==> src/rtl/stge_pkg.sv <==
// ----------------------------------------------------------------------------
// stge_pkg: shared types and constants for the symbol table greedy encoder
// Holds table geometry, opcodes and the front-to-back command record.
// ----------------------------------------------------------------------------
package stge_pkg;

	localparam int TableEntries   = 255;
	localparam int MaxSymbolBytes = 8;
	localparam int CountWidth     = 16;
	localparam int IdxW           = 8;
	localparam int LenW           = 4;
	localparam int CmdDepth       = 4;
	localparam int CmdPtrW        = 2;
	localparam logic [7:0] EscapeCode = 8'd255;

	typedef enum logic {
		OP_LOAD = 1'b0,
		OP_TEXT = 1'b1
	} opcode_t;

	typedef enum logic [0:0] {
		REG_SYMBOL_COUNT = 1'b0,
		REG_OUTPUT_CAP   = 1'b1
	} reg_index_t;

	typedef struct packed {
		opcode_t     op;
		logic [7:0]  entry_index;
		logic [63:0] entry_bytes;
		logic [3:0]  entry_length;
		logic [7:0]  text_byte;
		logic        text_last;
	} cmd_t;

	typedef struct packed {
		logic        code_valid;
		logic [7:0]  code;
		logic [7:0]  literal;
		logic        has_literal;
		logic        last;
		logic        complete;
		logic [15:0] written_count;
	} res_t;

endpackage

==> src/rtl/stge_if.sv <==
// ----------------------------------------------------------------------------
// stge_in_if / stge_out_if: valid/ready channels of the encoder
// Input items and result items with source and sink modports.
// ----------------------------------------------------------------------------
interface stge_in_if;
	logic        valid;
	logic        ready;
	logic        opcode;
	logic [7:0]  entry_index;
	logic [63:0] entry_bytes;
	logic [3:0]  entry_length;
	logic [7:0]  text_byte;
	logic        text_last;
	modport source (output valid, opcode, entry_index, entry_bytes, entry_length,
		text_byte, text_last, input ready);
	modport sink (input valid, opcode, entry_index, entry_bytes, entry_length,
		text_byte, text_last, output ready);
endinterface


==> src/rtl/stge_front.sv <==
// ----------------------------------------------------------------------------
// stge_front: input acceptance and command queue
// Queues input items for the back end.
// ----------------------------------------------------------------------------
module stge_front import stge_pkg::*; (
	input  logic  clk,
	input  logic  arst_n,
	stge_in_if.sink in_ch,
	output logic  cmd_valid,
	output cmd_t  cmd,
	input  logic  cmd_pop
);
	cmd_t               fifo_q [CmdDepth];
	logic [CmdPtrW-1:0] wr_q, rd_q;
	logic [CmdPtrW:0]   cnt_q;
	logic               push;

	assign in_ch.ready = (cnt_q != (CmdPtrW+1)'(CmdDepth)) ? 1'b1 : 1'b0;
	assign push        = in_ch.valid & in_ch.ready;
	assign cmd_valid   = (cnt_q != '0);
	assign cmd         = fifo_q[rd_q];

	always_ff @(posedge clk) begin
		if (push) begin
			fifo_q[wr_q] <= '{op: opcode_t'(in_ch.opcode), entry_index: in_ch.entry_index,
				entry_bytes: in_ch.entry_bytes, entry_length: in_ch.entry_length,
				text_byte: in_ch.text_byte, text_last: in_ch.text_last};
		end
	end

	always_ff @(posedge clk or negedge arst_n) begin
		if (!arst_n) begin
			wr_q  <= '0;
			rd_q  <= '0;
			cnt_q <= '0;
		end else begin
			if (push) wr_q <= wr_q + 1'b1;
			if (cmd_pop) rd_q <= rd_q + 1'b1;
			cnt_q <= cnt_q + (CmdPtrW+1)'(push) - (CmdPtrW+1)'(cmd_pop);
		end
	end
endmodule

==> src/flat_wrapper.sv <==
// flat-port wrapper written by rule: the top's interface ports become plain ports
module stge_front_flat import stge_pkg::*;
  (clk, arst_n, cmd_valid, cmd, cmd_pop, in_ch_valid, in_ch_opcode, in_ch_entry_index, in_ch_entry_bytes, in_ch_entry_length, in_ch_text_byte, in_ch_text_last, in_ch_ready);
  stge_in_if in_ch_i ();
  input  logic clk;
  input  logic arst_n;
  output logic cmd_valid;
  output cmd_t cmd;
  input  logic cmd_pop;
  input wire logic [$bits(in_ch_i.valid)-1:0] in_ch_valid;
  input wire logic [$bits(in_ch_i.opcode)-1:0] in_ch_opcode;
  input wire logic [$bits(in_ch_i.entry_index)-1:0] in_ch_entry_index;
  input wire logic [$bits(in_ch_i.entry_bytes)-1:0] in_ch_entry_bytes;
  input wire logic [$bits(in_ch_i.entry_length)-1:0] in_ch_entry_length;
  input wire logic [$bits(in_ch_i.text_byte)-1:0] in_ch_text_byte;
  input wire logic [$bits(in_ch_i.text_last)-1:0] in_ch_text_last;
  output wire logic [$bits(in_ch_i.ready)-1:0] in_ch_ready;
  assign in_ch_i.valid = in_ch_valid;
  assign in_ch_i.opcode = in_ch_opcode;
  assign in_ch_i.entry_index = in_ch_entry_index;
  assign in_ch_i.entry_bytes = in_ch_entry_bytes;
  assign in_ch_i.entry_length = in_ch_entry_length;
  assign in_ch_i.text_byte = in_ch_text_byte;
  assign in_ch_i.text_last = in_ch_text_last;
  assign in_ch_ready = in_ch_i.ready;
  stge_front u_core (.clk(clk), .arst_n(arst_n), .in_ch(in_ch_i), .cmd_valid(cmd_valid), .cmd(cmd), .cmd_pop(cmd_pop));
endmodule
==> config.mk <==
export PLATFORM = sky130hd
export DESIGN_NAME = stge_front_flat
export DESIGN_NICKNAME = d
export VERILOG_FILES = /design/src/rtl/stge_pkg.sv /design/src/rtl/stge_if.sv /design/src/rtl/stge_front.sv /design/src/flat_wrapper.sv
export SDC_FILE = /design/constraint.sdc
export NUM_CORES = 1
export LEC_CHECK = 0
export ABC_CLOCK_PERIOD_IN_PS = 3500
export BUFFER_PORTS_ARGS = -buffer_cell sky130_fd_sc_hd__buf_2
export CELL_PAD_IN_SITES_DETAIL_PLACEMENT = 1
export CELL_PAD_IN_SITES_GLOBAL_PLACEMENT = 2
export CORE_ASPECT_RATIO = 0.75
export CORE_UTILIZATION = 45
export CTS_CLUSTER_SIZE = 25
export DETAILED_ROUTE_END_ITERATION = 8
export GPL_TIMING_DRIVEN = 0
export PLACE_DENSITY = 0.83
export REMOVE_ABC_BUFFERS = 1
export SYNTH_ARGS = -nofsm -noshare
export SYNTH_HDL_FRONTEND = slang
export SYNTH_SLANG_ARGS = --single-unit
export TNS_END_PERCENT = 5
==> constraint.sdc <==
create_clock -name clk -period 3.5 [get_ports clk]
set_clock_uncertainty 0.05 [all_clocks]
set_input_delay 0.175 -clock clk [delete_from_list [all_inputs] [get_ports clk]]
set_output_delay 0.175 -clock clk [all_outputs]
set_load 0.02 [all_outputs]
==> run_summary.xml <==
<?xml version="1.0" encoding="UTF-8"?>
<metrics>
  <group name="clock_network">
    <metric name="cts_tree" unit="">built</metric>
    <metric name="cts-buffers-inserted" unit="">36</metric>
    <metric name="h-tree-depth" unit="">2</metric>
    <metric name="cts_root_buffer" unit="">sky130_fd_sc_hd__clkbuf_16</metric>
    <metric name="cts_num_sinks" unit="">351</metric>
    <metric name="cts_resized" unit="">0</metric>
    <metric name="clock_tree.buffer_depth" unit="">3</metric>
    <metric name="clkLatencyLatePin" unit="ns">0.52</metric>
    <metric name="clock_transition_at_the_registers_of_the_reported_paths" unit="ns">0.06</metric>
  </group>
  <group name="layout">
    <metric name="layout.cells.non_filler" unit="">1193</metric>
    <metric name="finish.utilization" unit="%">58.1</metric>
    <metric name="fill_cells" unit="">2397</metric>
    <metric name="area.growth.synth_to_final" unit="%">26.7</metric>
    <metric name="antennaDiodeCount" unit="">0</metric>
    <metric name="stdcell_area" unit="µm²">16300</metric>
    <metric name="drive_gt1_share" unit="%">39.6</metric>
    <metric name="number_of_nets_in_the_layout" unit="">880</metric>
  </group>
  <group name="power">
    <metric name="peakVddDrop" unit="mV">0.707</metric>
    <metric name="internal_power" unit="mW">9.48</metric>
    <metric name="switching_share" unit="%">31.7</metric>
    <metric name="p_switching" unit="mW">4.40</metric>
    <metric name="pwr-share-comb" unit="%">31.5</metric>
    <metric name="power.leakage" unit="nW">5.60</metric>
    <metric name="share_clk_of_total_power" unit="%">26.0</metric>
    <metric name="flop_pwr_share" unit="%">42.5</metric>
    <metric name="power.density_cell_area" unit="nW/µm²">852</metric>
    <metric name="post-layout-total-power" unit="mW">13.9</metric>
  </group>
  <group name="route">
    <metric name="via_per_inst" unit="">5.15</metric>
    <metric name="drt-total-wl" unit="mm">26.8</metric>
    <metric name="via_count" unit="">6145</metric>
    <metric name="postRouteAntennaNets" unit="">0</metric>
    <metric name="detail_route.wl_per_cell" unit="µm">22.5</metric>
    <metric name="drtIter0Drc" unit="">332</metric>
    <metric name="drc" unit="">0</metric>
    <metric name="drtPass1Iterations" unit="">4</metric>
  </group>
  <group name="critical_path">
    <metric name="timing.critical_path.cells" unit="">buf_16, mux4_2, buf_2</metric>
    <metric name="critical_path.max_stage_delay" unit="ns">0.83</metric>
    <metric name="critical_path_class" unit="">register to output pin</metric>
    <metric name="critical_path.startpoint_type" unit="">register</metric>
    <metric name="critical-path-slowest-cell" unit="">sky130_fd_sc_hd__dfrtp_4</metric>
    <metric name="rr_worst_depth" unit="">3</metric>
    <metric name="timing.rr.start" unit="">u_core.cnt_q[1]</metric>
    <metric name="cp-endpoint" unit="">cmd[70]</metric>
    <metric name="timing.critical_path.to_type" unit="">output pin</metric>
    <metric name="critPathRequiredTime" unit="ns">3.27</metric>
    <metric name="timing.critical_path.fanout_max" unit="">48</metric>
    <metric name="critical_path_origin" unit="">u_core.rd_q[1]</metric>
    <metric name="setup.reg_to_reg.worst_slack" unit="ns">1.10</metric>
    <metric name="cp.arrival" unit="ns">2.30</metric>
    <metric name="r2r-end" unit="">u_core.fifo_q[1][38]</metric>
  </group>
  <group name="run_status">
    <metric name="run_status" unit="">finished clean</metric>
  </group>
  <group name="logic_synthesis">
    <metric name="synth_largest_area_cell" unit="">sky130_fd_sc_hd__edfxtp_1</metric>
    <metric name="synth_edf_count" unit="">344</metric>
    <metric name="synth-warning-count" unit="">0</metric>
    <metric name="post_synth.cell_area_avg" unit="µm²">26.2</metric>
    <metric name="syn-cell-area" unit="µm²">12900</metric>
    <metric name="async_reset_ff_share" unit="%">1.99</metric>
    <metric name="ys_types" unit="">22</metric>
    <metric name="synth_commonest_cells" unit="">sky130_fd_sc_hd__edfxtp_1, sky130_fd_sc_hd__mux4_2, sky130_fd_sc_hd__buf_2</metric>
    <metric name="synth_top_cells_by_area" unit="">sky130_fd_sc_hd__edfxtp_1, sky130_fd_sc_hd__mux4_2, sky130_fd_sc_hd__dfrtp_1</metric>
    <metric name="post_syn_instances" unit="">491</metric>
    <metric name="synth_seq_cells" unit="">351</metric>
    <metric name="yosysTopAreaCellShare" unit="%">80.3</metric>
    <metric name="synth_sequential_area_ratio" unit="%">81.7</metric>
    <metric name="synth.most_common_cell" unit="">sky130_fd_sc_hd__edfxtp_1</metric>
    <metric name="ys_dominant_reg_cell" unit="">sky130_fd_sc_hd__edfxtp_1</metric>
  </group>
  <group name="grt">
    <metric name="gr-usage-met3" unit="%">6.01</metric>
    <metric name="grt_first_pass_wirelength" unit="mm">40.6</metric>
    <metric name="grt_remaining_overflow" unit="">0</metric>
    <metric name="grt_antenna_before_repair" unit="">0</metric>
    <metric name="grt.busiest_layer" unit="">met2</metric>
    <metric name="groute.layer.met1.usage" unit="%">23.8</metric>
    <metric name="first_global_vias" unit="">6906</metric>
    <metric name="grt_util_met2" unit="%">31.3</metric>
    <metric name="grt_start_max_net_pins" unit="">49</metric>
    <metric name="grtUsageTotal" unit="%">18.7</metric>
  </group>
  <group name="timing">
    <metric name="fin_tns_setup" unit="ns">0</metric>
    <metric name="setup_slack" unit="ns">0.976</metric>
    <metric name="fmax" unit="GHz">0.396</metric>
    <metric name="slew-limit-headroom" unit="%">42.2</metric>
    <metric name="final_hold_viol_count" unit="">0</metric>
    <metric name="timing.final.setup_violations" unit="">0</metric>
    <metric name="rsz0062_at_grt" unit="">no</metric>
    <metric name="period_minus_slack" unit="ns">2.52</metric>
    <metric name="fin_worst_hold_slack" unit="ns">0.366</metric>
    <metric name="timing_worst_slew_pin_value" unit="ns">0.866</metric>
    <metric name="final-max-slew-violation-count" unit="">0</metric>
    <metric name="layout_worst_path_cycle_share" unit="%">72.1</metric>
  </group>
  <group name="flow_run">
    <metric name="cap_viol_max_count" unit="">0</metric>
  </group>
  <group name="placement">
    <metric name="dp_cells" unit="">1040</metric>
    <metric name="placed_area" unit="µm²">14300</metric>
    <metric name="globalplace.congestion" unit="">0.730</metric>
    <metric name="hpwlAfterDp" unit="mm">15.2</metric>
    <metric name="io_buffers" unit="">177</metric>
    <metric name="place_worst_setup_slack" unit="ns">1.12</metric>
  </group>
  <group name="die">
    <metric name="die_y" unit="µm">148</metric>
    <metric name="boundaryPins" unit="">178</metric>
    <metric name="floorplan_die_width" unit="µm">197</metric>
    <metric name="start_util" unit="%">45.8</metric>
    <metric name="std_cell_rows" unit="">53</metric>
    <metric name="die-area" unit="µm²">29300</metric>
    <metric name="floorplan.core_area" unit="µm²">28100</metric>
  </group>
  <group name="hold_path">
    <metric name="hold_path.class" unit="">primary input to register</metric>
  </group>
</metrics>
-- what timing repair did --
item / in CTS / in global routing
endpoints found under the hold margin: 355 / 0
setup buffers: 0 / 0
hold buffers: 90 / 0
-- state kept, by name, indices dropped and copies added, names as in the netlist --
name and flops:
u_core.wr_q 2, u_core.rd_q 2, u_core.cnt_q 3, u_core.fifo_q 344
-- layer usage --
layer | up-vias | part of all wire (%)
met5 | - | 0
met4 | 0 | 1.5
met3 | 34 | 7.1
met2 | 188 | 49
met1 | 3226 | 42
li1 | 2697 | -
-- critical path, delay by kind of cell, from the launching register on --
kind,cells,cell delay [ns]
DFF,1,0.83
buffers and inverters,2,0.51
muxes,1,0.38
-- power by group through the flow --
stage	Sequential (mW)	Clock, mW	Combinational (mW)
4_1_cts	5.91	3.67	4.45
6_report	5.90	3.61	4.37
2_1_floorplan	6.16	0	2.69
3_3_place_gp	6.37	0	3.66
5_1_grt	5.97	3.82	4.66
3_5_place_dp	5.99	0	4.35
-- placed cells by master (no fill, tap or decap), types with 4 or more instances in the layout --
master	n
sky130_fd_sc_hd__clkinv_1	11
sky130_fd_sc_hd__inv_1	7
sky130_fd_sc_hd__edfxtp_1	344
sky130_fd_sc_hd__dlygate4sd3_1	90
sky130_fd_sc_hd__mux4_2	86
sky130_fd_sc_hd__clkbuf_1	8
sky130_fd_sc_hd__dfrtp_1	5
sky130_fd_sc_hd__buf_2	177
sky130_fd_sc_hd__and3b_4	4
sky130_fd_sc_hd__clkbuf_16	37
sky130_fd_sc_hd__ha_1	6
sky130_fd_sc_hd__buf_16	7
-- cells by family after synthesis --
| group | share of synthesized area (%) |
|---|---|
| xor gates and xnor gates | 0.272 |
| adders and majority gates | 0.739 |
| buffers and inverters | 1.31 |
| DFF | 81.7 |
| muxes | 15.1 |
| AOI/OAI and AO/OA | 0.117 |
| and+or+nand+nor | 0.808 |
-- area by class of cell --
class                   instances  area [µm²]  share of cell area (%)
clock buffers                  45         956                    5.87
inverters                       7        26.3                   0.161
flip-flops and latches        351       10500                    64.5
multi-input cells             113        2200                    13.5
well taps                     385         482                    2.96
clock inverters                18         134                   0.822
repair buffers                274        1980                    12.2
-- worst min path at each step --
stage	cells past startpoint	slack, ns	endpoint	from
floorplan	0	-0.17	u_core.cnt_q[0]	arst_n
detailed placement	1	-0.03	u_core.cnt_q[0]	arst_n
global placement	1	-0.04	u_core.cnt_q[0]	arst_n
finish	3	0.37	u_core.rd_q[0]	cmd_pop
global route	2	0.35	u_core.fifo_q[0][2]	in_ch_text_byte[1]
CTS	2	0.33	u_core.fifo_q[1][27]	in_ch_entry_bytes[14]
No activity file was read; power rests on OpenSTA's default activity.
